**config.mk**
```make
export PLATFORM = sky130hd
export DESIGN_NAME = hsp_queue
export DESIGN_NICKNAME = d
export VERILOG_FILES = /design/src/rtl/hsp_pkg.sv /design/src/rtl/hsp_queue.sv
export SDC_FILE = /design/constraint.sdc
export NUM_CORES = 1
export LEC_CHECK = 0
export BUFFER_PORTS_ARGS = -buffer_cell sky130_fd_sc_hd__buf_2
export CAP_MARGIN = 20
export CORE_AREA = 2 2 197 219
export CTS_CLUSTER_DIAMETER = 80
export CTS_CLUSTER_SIZE = 20
export DETAILED_ROUTE_END_ITERATION = 6
export DIE_AREA = 0 0 199 221
export GPL_TIMING_DRIVEN = 0
export PLACE_DENSITY_LB_ADDON = 0.12
export SETUP_SLACK_MARGIN = 0.5
export SLEW_MARGIN = 5
export SYNTH_ARGS = -nofsm -noshare
export SYNTH_HDL_FRONTEND = slang
export SYNTH_SLANG_ARGS = --single-unit
```
**constraint.sdc**
```tcl
create_clock -name clk_i -period 6.5 [get_ports clk_i]
set_input_delay 1.95 -clock clk_i [delete_from_list [all_inputs] [get_ports clk_i]]
set_output_delay 1.95 -clock clk_i [all_outputs]
set_load 0.1 [all_outputs]
```
**src/rtl/hsp_pkg.sv**
```systemverilog
`timescale 1ns / 1ps
package hsp_pkg;

  // configuration port
  localparam int CfgIdxW  = 2;
  localparam int CfgDataW = 16;

  // register widths
  localparam int WidthW  = 10;
  localparam int HeightW = 16;
  localparam int CoefW   = 15;
  localparam int C0W     = 17;

  // row counter saturates well above the tallest frame
  localparam int RowW = 17;

  localparam logic [WidthW-1:0]  WidthRst  = 10'd1022;
  localparam logic [HeightW-1:0] HeightRst = 16'd1022;
  localparam logic [CoefW-1:0]   CoefRst   = 15'd3277;
  localparam logic [CoefW-1:0]   CoefMax   = 15'd16384;
  localparam logic [C0W-1:0]     UnitGain  = 17'd65536;

  // Q16.16 rounding
  localparam int FracBits  = 16;
  localparam int RoundBias = 32768;

  // queue between front and back
  localparam int QueueDepth = 4;
  localparam int QPtrW      = 2;
  localparam int QCntW      = 3;

  typedef enum logic [CfgIdxW-1:0] {
    CfgWidth  = 2'd0,
    CfgHeight = 2'd1,
    CfgCoef   = 2'd2
  } cfg_idx_e;

  // clamped coefficient a (Q0.16) and centre weight 1-4a (Q1.16)
  typedef struct packed {
    logic [CoefW-1:0] a;
    logic [C0W-1:0]   c0;
  } coef_t;

endpackage

```
**src/rtl/hsp_queue.sv**
```systemverilog
`timescale 1ns / 1ps
module hsp_queue import hsp_pkg::*; #(
  parameter int WIDTH = 161
) (
  input  logic             clk_i,
  input  logic             rst_ni,
  input  logic             push_i,
  input  logic [WIDTH-1:0] push_data_i,
  input  logic             pop_i,
  output logic [WIDTH-1:0] pop_data_o,
  output logic             nonempty_o,
  output logic [QCntW-1:0] count_o
);

  logic [WIDTH-1:0] entry_q [QueueDepth];
  logic [QPtrW-1:0] wr_ptr_q, wr_ptr_d;
  logic [QPtrW-1:0] rd_ptr_q, rd_ptr_d;
  logic [QCntW-1:0] count_q, count_d;
  logic             do_pop;

  assign do_pop     = pop_i && (count_q != '0);
  assign nonempty_o = (count_q != '0);
  assign count_o    = count_q;
  assign pop_data_o = entry_q[rd_ptr_q];

  always_comb begin
    wr_ptr_d = push_i ? wr_ptr_q + QPtrW'(1) : wr_ptr_q;
    rd_ptr_d = do_pop ? rd_ptr_q + QPtrW'(1) : rd_ptr_q;
    count_d  = count_q + QCntW'(push_i) - QCntW'(do_pop);
  end

  always_ff @(posedge clk_i or negedge rst_ni) begin
    if (!rst_ni) begin
      wr_ptr_q <= '0;
      rd_ptr_q <= '0;
      count_q  <= '0;
    end else begin
      wr_ptr_q <= wr_ptr_d;
      rd_ptr_q <= rd_ptr_d;
      count_q  <= count_d;
    end
  end

  always_ff @(posedge clk_i) begin
    if (push_i) begin
      entry_q[wr_ptr_q] <= push_data_i;
    end
  end

endmodule

```
==> metrics <==
GRT Total Usage 0.204; Setup CP Type reg2out; initial antenna violation count 15; minimum clock period 4.58 ns; DIE AREA 0.0440 sq mm; Final WS setup 1.92 ns; number of fill cells 2714; CTS tree done; pre-CTS setup slack 2.44 ns; routability cong. 0.685; minimum hold slack 0.547 ns; Initial Util 0.564; crit path max fanout 10; routed wl met2 22100 microns; Die H 221 microns; Register Area 0.0195 sq mm; Required @ worst endpoint 4.55 ns; DRT met1 WL 17200 microns; layout cells sized above 1 0.457; routed vias 10300; vias in the first global route 11000; WL final 43900 microns; antenna-violating nets left 0; vias per cell 5.58; Root Driver clkbuf_16; Synthesized Nets 1047; Synth area leaders edfxtp_1, mux4_2, dfrtp_1; Cells after Synth 875; # DRC 0; placement-stage cell area 0.0263 sq mm; multi-input logic area 0.00383 sq mm; met3 wire len 3670 microns; outcome finished, final reports clean; final hold viol count 0; Finish-stage setup viols 0; top cell type's share of synthesized area 0.820; Worst-Skew Late Latency 0.56 ns; hold_buf cts 0; core box area 0.0418 sq mm; # IOs 330; Final HPWL DP 29200 microns; final non-filler cell area 0.0274 sq mm; worst rel slew slack 0.471; Setup Fix Bufs, Post-CTS 0; CP Data Arrival Time 2.63 ns; hold crit path type reg2reg; f_max 219 MHz; Syn Area/Cell 27.0 sq um; R2R cell count 5; clock sinks 651; # resized after CTS 0; die width 199 microns; Cell Rows 79; clk buf depth 3; grt ovf 0; commonest non-fill, non-tap cell in the layout edfxtp_1; worst clock skew 0.0103 ns; largest net degree at the start of global routing 52; hold path cells 1; Area growth, synth to finish 16.1%; Worst-path clk slew 0.08 ns; register area share after synthesis 0.827; Nets 1429; Reg2Reg Setup Slack 4.20 ns; Least-Margin Pin Slew 0.794 ns; cts bufs inserted 38; CP startpoint kind register; RSZ-0062 raised after global routing no; DR top layer met5; commonest non-fill, non-tap cells in the layout edfxtp_1, buf_2, mux4_2; initial detailed-routing violation count 564; post-DR wirelength/cell 23.8 microns; Synth Register Bits 651; Port Buffers 329; final-report max-slew violation count 0; first-pass iteration count of the detailed router 4; # Max-Cap Violations 0; CP endpoint kind output port; htree depth 2; Synth warnings 0; Synth area leader edfxtp_1; Sum Neg Setup Slack 0 ns; global-route wire length before repair 65800 microns; mapped cell area 0.0236 sq mm; period utilization 0.704; post-synth cell types 19
## per-layer routing
metal,up-vias,global-route usage
met2,290,0.334
li1,4544,-
met4,14,0.0587
met5,-,0
met3,61,0.0640
met1,5376,0.267
## synthesized netlist by cell type
library cell and n:
ha_1 6, fa_1 1, edfxtp_1 644, mux4_2 161, dfrtp_1 7, inv_1 6, buf_6 9, buf_2 19
xor2_1 2, o31a_1 1, xnor2_1 3, o21ai_0 1, clkbuf_1 6, buf_1 1, o311ai_0 1, nand2_1 1
buf_4 1, or3_1 1, and2_1 4
## worst max-delay path, cell delays in order (launching register included)
cell	delay, ns
dfrtp_1	0.32
buf_2	0.30
clkbuf_1	0.65
mux4_2	0.36
buf_2	0.43
## registers in the layout, summed over array words and instances, names as in the netlist
| name | count |
|---|---|
| wr_ptr_q | 2 |
| rd_ptr_q | 2 |
| count_o | 3 |
| entry_q | 644 |
## area by class of cell
type / count / share of cell area
buffer: 36 / 0.00841
clock buffer: 47 / 0.0383
multi-input combinational: 182 / 0.140
tap: 567 / 0.0259
inverter: 6 / 0.000823
clock inverter: 2 / 0.000457
sequential: 651 / 0.713
antenna: 11 / 0.00101
timing repair buffer: 342 / 0.0724
## worst paths after layout
path,to,startpoint
setup / recovery,pop_data_o[62],rd_ptr_q[1]$_DFFE_PN0P_
hold / removal,wr_ptr_q[0]$_DFFE_PN0P_,wr_ptr_q[0]$_DFFE_PN0P_
setup reg to reg,entry_q[2][115]$_DFFE_PP_,wr_ptr_q[0]$_DFFE_PN0P_
hold reg to reg,wr_ptr_q[0]$_DFFE_PN0P_,wr_ptr_q[0]$_DFFE_PN0P_
max in group asynchronous,rd_ptr_q[0]$_DFFE_PN0P_,rst_ni
min in group asynchronous,count_o[0]$_DFF_PN0_,rst_ni
## cell families after synthesis
kind of cell | after synthesis | synth area share
AO/OA/AOI/OAI | 3 | 0.000955
adder cells (fa/ha/maj) | 7 | 0.00403
AND/OR/NAND/NOR | 6 | 0.00149
buffers and inverters | 42 | 0.0107
multiplexers | 161 | 0.154
flip-flops | 651 | 0.827
XOR/XNOR | 5 | 0.00186
## through the flow
step,cells,util
floorplan,875,-
global placement,1771,0.621
CTS,1833,0.654
detailed placement,1784,0.629
finish,1844,0.655
global route,1838,0.654
Power is not shown: default switching activity piles up to over one toggle a cycle in this logic, so the estimate is an artifact.
