$ cat src/rtl/hsp_pkg.sv
`timescale 1ns / 1ps
package hsp_pkg;

  // configuration port
  localparam int CfgIdxW  = 2;
  localparam int CfgDataW = 16;

  // register widths
  localparam int WidthW  = 10;
  localparam int HeightW = 16;
  localparam int CoefW   = 15;
  localparam int C0W     = 17;

  // row counter saturates well above the tallest frame
  localparam int RowW = 17;

  localparam logic [WidthW-1:0]  WidthRst  = 10'd1022;
  localparam logic [HeightW-1:0] HeightRst = 16'd1022;
  localparam logic [CoefW-1:0]   CoefRst   = 15'd3277;
  localparam logic [CoefW-1:0]   CoefMax   = 15'd16384;
  localparam logic [C0W-1:0]     UnitGain  = 17'd65536;

  // Q16.16 rounding
  localparam int FracBits  = 16;
  localparam int RoundBias = 32768;

  // queue between front and back
  localparam int QueueDepth = 4;
  localparam int QPtrW      = 2;
  localparam int QCntW      = 3;

  typedef enum logic [CfgIdxW-1:0] {
    CfgWidth  = 2'd0,
    CfgHeight = 2'd1,
    CfgCoef   = 2'd2
  } cfg_idx_e;

  // clamped coefficient a (Q0.16) and centre weight 1-4a (Q1.16)
  typedef struct packed {
    logic [CoefW-1:0] a;
    logic [C0W-1:0]   c0;
  } coef_t;

endpackage

$ cat src/rtl/hsp_back.sv
`timescale 1ns / 1ps
module hsp_back import hsp_pkg::*; #(
  parameter int VALUE_WIDTH = 32
) (
  input  logic                     clk_i,
  input  logic                     rst_ni,
  input  logic                     nonempty_i,
  input  logic [5*VALUE_WIDTH:0]   pop_data_i,
  output logic                     pop_o,
  input  coef_t                    coef_i,
  output logic                     out_valid_o,
  input  logic                     out_ready_i,
  output logic [VALUE_WIDTH-1:0]   new_value_o,
  output logic                     last_of_frame_o
);

  localparam int VW = VALUE_WIDTH;
  localparam int SUW = VW + 2;
  localparam int PW = VW + 18;
  localparam int TW = PW + 1 - FracBits;

  logic signed [VW-1:0]  ctr, lft, rgt, upv, dnv;
  logic                  last_in;
  logic                  en;

  logic                  v1_q, v2_q, out_valid_q;
  logic                  l1_q, l2_q, out_last_q;
  logic signed [VW-1:0]  ctr1_q;
  logic signed [SUW-1:0] sum1_q, sum_d;
  logic signed [PW-1:0]  p0_q, p1_q, p0_d, p1_d;
  logic signed [17:0]    c0s;
  logic signed [15:0]    as;
  logic signed [PW:0]    tot;
  logic signed [TW-1:0]  q;
  logic [VW-1:0]         sat, out_value_q;
  logic                  fits;

  assign {last_in, ctr, lft, rgt, upv, dnv} = pop_data_i;

  // whole pipeline holds while a result waits at the output
  assign en    = !out_valid_q || out_ready_i;
  assign pop_o = en && nonempty_i;

  assign c0s = {1'b0, coef_i.c0};
  assign as  = {1'b0, coef_i.a};

  always_comb begin
    sum_d = SUW'(lft) + SUW'(rgt) + SUW'(upv) + SUW'(dnv);
    p0_d  = PW'(ctr1_q) * PW'(c0s);
    p1_d  = PW'(sum1_q) * PW'(as);
    tot   = (PW+1)'(p0_q) + (PW+1)'(p1_q) + (PW+1)'(RoundBias);
    q     = TW'(tot >>> FracBits);
    fits  = (q[TW-1:VW-1] == '0) || (q[TW-1:VW-1] == '1);
    sat   = fits ? q[VW-1:0] :
            (q[TW-1] ? {1'b1, {(VW-1){1'b0}}} : {1'b0, {(VW-1){1'b1}}});
  end

  always_ff @(posedge clk_i or negedge rst_ni) begin
    if (!rst_ni) begin
      v1_q        <= 1'b0;
      v2_q        <= 1'b0;
      out_valid_q <= 1'b0;
    end else if (en) begin
      v1_q        <= nonempty_i;
      v2_q        <= v1_q;
      out_valid_q <= v2_q;
    end
  end

  always_ff @(posedge clk_i) begin
    if (en) begin
      ctr1_q      <= ctr;
      sum1_q      <= sum_d;
      l1_q        <= last_in;
      p0_q        <= p0_d;
      p1_q        <= p1_d;
      l2_q        <= l1_q;
      out_value_q <= sat;
      out_last_q  <= l2_q;
    end
  end

  assign out_valid_o     = out_valid_q;
  assign new_value_o     = out_value_q;
  assign last_of_frame_o = out_last_q;

endmodule

$ cat config.mk
export PLATFORM = sky130hd
export DESIGN_NAME = hsp_back
export DESIGN_NICKNAME = d
export VERILOG_FILES = /design/src/rtl/hsp_pkg.sv /design/src/rtl/hsp_back.sv
export SDC_FILE = /design/constraint.sdc
export NUM_CORES = 2
export LEC_CHECK = 0
export ABC_CLOCK_PERIOD_IN_PS = 6000
export BUFFER_PORTS_ARGS = -buffer_cell sky130_fd_sc_hd__buf_2
export CORE_MARGIN = 2
export CORE_UTILIZATION = 59
export DETAILED_ROUTE_END_ITERATION = 8
export PLACE_DENSITY = 0.78
export SYNTH_ARGS = -nofsm -noshare
export SYNTH_HDL_FRONTEND = slang
export SYNTH_SLANG_ARGS = --single-unit
export TNS_END_PERCENT = 30
$ cat constraint.sdc
create_clock -name clk_i -period 6 [get_ports clk_i]
set_input_delay 0 -clock clk_i [delete_from_list [all_inputs] [get_ports clk_i]]
set_output_delay 0 -clock clk_i [all_outputs]
set_load 0.01 [all_outputs]
==> run_summary.xml <==
<?xml version="1.0" encoding="UTF-8"?>
<metrics>
  <group name="detailed_routing">
    <metric name="dr.first_iter.drc_count" unit="">2845</metric>
    <metric name="finalWirelength" unit="mm">122</metric>
    <metric name="met1_length" unit="mm">47.6</metric>
    <metric name="dr.pass1.iters" unit="">6</metric>
    <metric name="detail_route.drc_violations" unit="">0</metric>
    <metric name="vias_per_cell" unit="">5.50</metric>
    <metric name="num_vias" unit="">38082</metric>
    <metric name="dr_wl_met2" unit="mm">62.0</metric>
    <metric name="topRoutingLayerUsed" unit="">met5</metric>
    <metric name="number_of_antenna_violating_nets_in_the_routed_design" unit="">0</metric>
    <metric name="wl_met3" unit="mm">7.26</metric>
    <metric name="wl_per_cell" unit="um">17.6</metric>
  </group>
  <group name="critical_path">
    <metric name="critPathLaunchType" unit="">flip-flop</metric>
    <metric name="r2r_start" unit="">ctr1_q[11]$_DFFE_PN_</metric>
    <metric name="setup.reg_to_reg.worst_slack" unit="ns">-0.54</metric>
    <metric name="rr_endpoint" unit="">p0_q[47]$_DFFE_PN_</metric>
    <metric name="critical_path.most_common_cell" unit="">sky130_fd_sc_hd__fa_1</metric>
    <metric name="critical_path_launch_point" unit="">ctr1_q[11]$_DFFE_PN_</metric>
    <metric name="cpPeakStageDelay" unit="ns">0.55</metric>
    <metric name="path_cells" unit="">buf_6 -&gt; and2_4 -&gt; fa_1 -&gt; inv_1 -&gt; fa_1 -&gt; fa_1 -&gt; inv_2 -&gt; fa_1 -&gt; fa_1 -&gt; inv_1 -&gt; fa_1 -&gt; inv_2 -&gt; ha_4 -&gt; a21o_1 -&gt; a21o_1 -&gt; a2111oi_4 -&gt; nor3_2 -&gt; o311ai_2 -&gt; buf_4 -&gt; a31oi_4 -&gt; o211ai_1 -&gt; buf_4 -&gt; o211ai_1 -&gt; xor2_1</metric>
    <metric name="worst_path_maximum_fanout" unit="">4</metric>
    <metric name="reg2regPathDepth" unit="">24</metric>
    <metric name="cp_slowest_cell" unit="">sky130_fd_sc_hd__fa_1</metric>
    <metric name="worstPathArrival" unit="ns">6.86</metric>
    <metric name="crit_family" unit="">adder cells</metric>
    <metric name="timing.critical_path.buf_inv" unit="">7</metric>
    <metric name="timing.critical_path.to" unit="">p0_q[47]$_DFFE_PN_</metric>
    <metric name="timing.setup.critical_path_class" unit="">reg2reg</metric>
    <metric name="timing.critical_path.required" unit="ns">6.32</metric>
    <metric name="critical_path_cell_count" unit="">24</metric>
    <metric name="end_kind" unit="">flip-flop</metric>
  </group>
  <group name="place">
    <metric name="placement.setup.worst_slack" unit="ns">-0.642</metric>
    <metric name="place.detailed.instances" unit="">6759</metric>
    <metric name="place.port_buffers" unit="">231</metric>
    <metric name="detailedPlacementHpwl" unit="mm">100</metric>
    <metric name="gp_congestion" unit="">0.928</metric>
  </group>
  <group name="sta">
    <metric name="setup_tns" unit="ns">-12.68</metric>
    <metric name="grt_setup_unrepaired" unit="">yes</metric>
    <metric name="setup-violations-final" unit="">44</metric>
    <metric name="fmax" unit="MHz">153</metric>
    <metric name="fin_worst_skew" unit="ns">0.0174</metric>
    <metric name="tightest_slew_margin_relative_to_the_limit" unit="">0.352</metric>
    <metric name="setup_slack" unit="ns">-0.545</metric>
    <metric name="layout_min_cycle_time" unit="ns">6.54</metric>
    <metric name="min_period_over_period" unit="">1.09</metric>
    <metric name="tightestPinTransition" unit="ns">0.972</metric>
    <metric name="finalMaxSlewViolations" unit="">0</metric>
    <metric name="hold_viol" unit="">0</metric>
  </group>
  <group name="global_route">
    <metric name="maximum_number_of_pins_on_one_net_before_global_route_repair" unit="">169</metric>
    <metric name="grt_pass1_wl" unit="mm">200</metric>
    <metric name="grt_util_all_layers" unit="">0.291</metric>
    <metric name="global_route.overflow_total" unit="">0</metric>
    <metric name="antenna_found_initial" unit="">4</metric>
    <metric name="via_count_of_the_first_global_routing_pass" unit="">40642</metric>
  </group>
  <group name="synth">
    <metric name="yosys_most_used_dff" unit="">sky130_fd_sc_hd__edfxtp_1</metric>
    <metric name="synth-seq-area-share" unit="">0.124</metric>
    <metric name="post_synth_fa_ha_maj_area_fraction" unit="">0.527</metric>
    <metric name="syn_avg_cell_area" unit="um^2">9.54</metric>
    <metric name="xor_and_xnor_area_share_after_synthesis" unit="">0.0263</metric>
    <metric name="synthesis.nets" unit="">6789</metric>
    <metric name="edff_count_synth" unit="">201</metric>
    <metric name="ys_seq_elements" unit="">204</metric>
    <metric name="synth_top_family_by_area" unit="">adder cells</metric>
    <metric name="post_syn_area" unit="um^2">49200</metric>
    <metric name="async_reset_ff_frac" unit="">0.0147</metric>
    <metric name="synth-warning-count" unit="">0</metric>
    <metric name="post_synth_inst_count" unit="">5160</metric>
    <metric name="synth_cell_type_count" unit="">73</metric>
    <metric name="synth-compound-area-share" unit="">0.0731</metric>
    <metric name="synth_simple_gate_area_frac" unit="">0.144</metric>
    <metric name="muxShareOfSynthArea" unit="">0.00216</metric>
  </group>
  <group name="finish">
    <metric name="finalNetCount" unit="">7456</metric>
    <metric name="final_cell_mix" unit="">sky130_fd_sc_hd__inv_1 (1122), sky130_fd_sc_hd__fa_1 (1038), sky130_fd_sc_hd__nand2_1 (712)</metric>
    <metric name="final_common_cell" unit="">sky130_fd_sc_hd__inv_1</metric>
    <metric name="syn_to_final_growth" unit="%">17.8</metric>
    <metric name="drive_gt1_frac" unit="">0.184</metric>
    <metric name="final_cells" unit="">6918</metric>
    <metric name="nFillCells" unit="">5852</metric>
    <metric name="layout.core_utilization" unit="">0.704</metric>
  </group>
  <group name="die">
    <metric name="die-area" unit="um^2">85700</metric>
    <metric name="start_util" unit="">0.597</metric>
    <metric name="floorplan.core_area" unit="um^2">82400</metric>
    <metric name="ioPinCount" unit="">232</metric>
    <metric name="die_width" unit="um">293</metric>
    <metric name="floorplan.rows" unit="">105</metric>
    <metric name="die_h" unit="um">293</metric>
  </group>
  <group name="clock_network">
    <metric name="clk_transition_reported_paths" unit="ns">0.06</metric>
    <metric name="number_of_buffers_inserted_during_clock_tree_synthesis" unit="">27</metric>
    <metric name="tritoncts_num_sinks" unit="">204</metric>
    <metric name="h_tree_levels" unit="">1</metric>
    <metric name="longest_clk_path_bufs" unit="">3</metric>
    <metric name="cts_tree" unit="">yes</metric>
    <metric name="worst_skew_pair.late_latency" unit="ns">0.59</metric>
    <metric name="clock-root-buffer" unit="">sky130_fd_sc_hd__clkbuf_16</metric>
  </group>
  <group name="status">
    <metric name="violations" unit="">setup timing</metric>
    <metric name="status" unit="">finished, violations left</metric>
  </group>
  <group name="job">
    <metric name="max_cap_violations" unit="">0</metric>
  </group>
  <group name="hold_path">
    <metric name="worstHoldPathType" unit="">in2reg</metric>
  </group>
</metrics>
[worst register-to-register path, cell delays in order (launching register included)]
cell and delay [ns]:
sky130_fd_sc_hd__edfxtp_1 0.45, sky130_fd_sc_hd__buf_6 0.16, sky130_fd_sc_hd__and2_4 0.13, sky130_fd_sc_hd__fa_1 0.47
sky130_fd_sc_hd__inv_1 0.05, sky130_fd_sc_hd__fa_1 0.45, sky130_fd_sc_hd__fa_1 0.53, sky130_fd_sc_hd__inv_2 0.04
sky130_fd_sc_hd__fa_1 0.48, sky130_fd_sc_hd__fa_1 0.49, sky130_fd_sc_hd__inv_1 0.05, sky130_fd_sc_hd__fa_1 0.55
sky130_fd_sc_hd__inv_2 0.06, sky130_fd_sc_hd__ha_4 0.23, sky130_fd_sc_hd__a21o_1 0.17, sky130_fd_sc_hd__a21o_1 0.21
sky130_fd_sc_hd__a2111oi_4 0.32, sky130_fd_sc_hd__nor3_2 0.09, sky130_fd_sc_hd__o311ai_2 0.28, sky130_fd_sc_hd__buf_4 0.21
sky130_fd_sc_hd__a31oi_4 0.10, sky130_fd_sc_hd__o211ai_1 0.31, sky130_fd_sc_hd__buf_4 0.17, sky130_fd_sc_hd__o211ai_1 0.09
sky130_fd_sc_hd__xor2_1 0.18
[area by class of cell]
class                      instances  area (um^2)  area share
antenna                            1         2.50   0.0000432
timing repair buffer             844         6220       0.107
sequential                       204         6110       0.105
tap                             1070         1340      0.0231
clock inverter                    18          161     0.00278
clock buffer                      31          691      0.0119
inverter                        1154         4330      0.0748
multi-input combinational       3596        39100       0.675
[what timing repair did]
item                                    in CTS  in global routing
hold buffers                                39                  0
endpoints found under the hold margin       39                  0
pin swaps                                   96                 96
resized for setup                          160                118
buffers inserted                            57                 23
endpoints found under the setup margin      48                 59
[cell usage after synthesis, types with 23 or more instances]
library cell,n,area (um^2)
sky130_fd_sc_hd__a21o_1,92,691
sky130_fd_sc_hd__a21oi_1,150,751
sky130_fd_sc_hd__and2_1,442,2770
sky130_fd_sc_hd__and3_1,25,156
sky130_fd_sc_hd__clkbuf_1,201,754
sky130_fd_sc_hd__edfxtp_1,201,6040
sky130_fd_sc_hd__fa_1,1066,21300
sky130_fd_sc_hd__ha_1,366,4580
sky130_fd_sc_hd__inv_1,1154,4330
sky130_fd_sc_hd__nand2_1,719,2700
sky130_fd_sc_hd__nand3_1,41,205
sky130_fd_sc_hd__nor2_1,88,330
sky130_fd_sc_hd__nor2b_1,23,144
sky130_fd_sc_hd__nor3_1,31,155
sky130_fd_sc_hd__o21ai_0,85,425
sky130_fd_sc_hd__o21ai_1,29,145
sky130_fd_sc_hd__xnor2_1,94,823
sky130_fd_sc_hd__xor2_1,54,473
[worst min-delay path by stage]
stage	cells after the start	startpoint	end	slack, ns
6_report	4	pop_data_i[64]	sum1_q[1]$_DFFE_PN_	0.04
3_3_place_gp	1	rst_ni	v1_q$_DFFE_PN0N_	-0.20
4_1_cts	4	pop_data_i[64]	sum1_q[1]$_DFFE_PN_	0.02
3_5_place_dp	1	rst_ni	out_valid_o$_DFFE_PN0N_	-0.20
5_1_grt	4	pop_data_i[64]	sum1_q[1]$_DFFE_PN_	0.06
2_1_floorplan	0	rst_ni	out_valid_o$_DFFE_PN0N_	-0.30
[registers in the layout (all words and copies together) (netlist names)]
signal / cells
ctr1_q: 32
l1_q: 1
l2_q: 1
last_of_frame_o: 1
new_value_o: 32
out_valid_o: 1
p0_q: 50
p1_q: 50
sum1_q: 34
v1_q: 1
v2_q: 1
[per-layer routing]
metal  vias to the layer above  global-route usage
met5                         -                   0
met4                         2              0.0999
met3                       314              0.0319
met2                      1255               0.505
met1                     19385               0.384
li1                      17126                   -
[through the flow]
stage          hold WS, ns  area, um^2
6_report            0.0372       58000
5_1_grt             0.0645       58000
3_3_place_gp        -0.203       55100
2_1_floorplan       -0.296       49500
4_1_cts             0.0208       57500
3_5_place_dp        -0.203       55100
[cell families after synthesis]
kind of cell / Yosys count
compound gates: 552
xor+xnor: 148
fa+ha+maj: 1432
buf+inv: 1360
flops: 204
mux: 10
simple gates: 1454
Power is not shown: default switching activity piles up to over one toggle a cycle in this logic, so the estimate is an artifact.
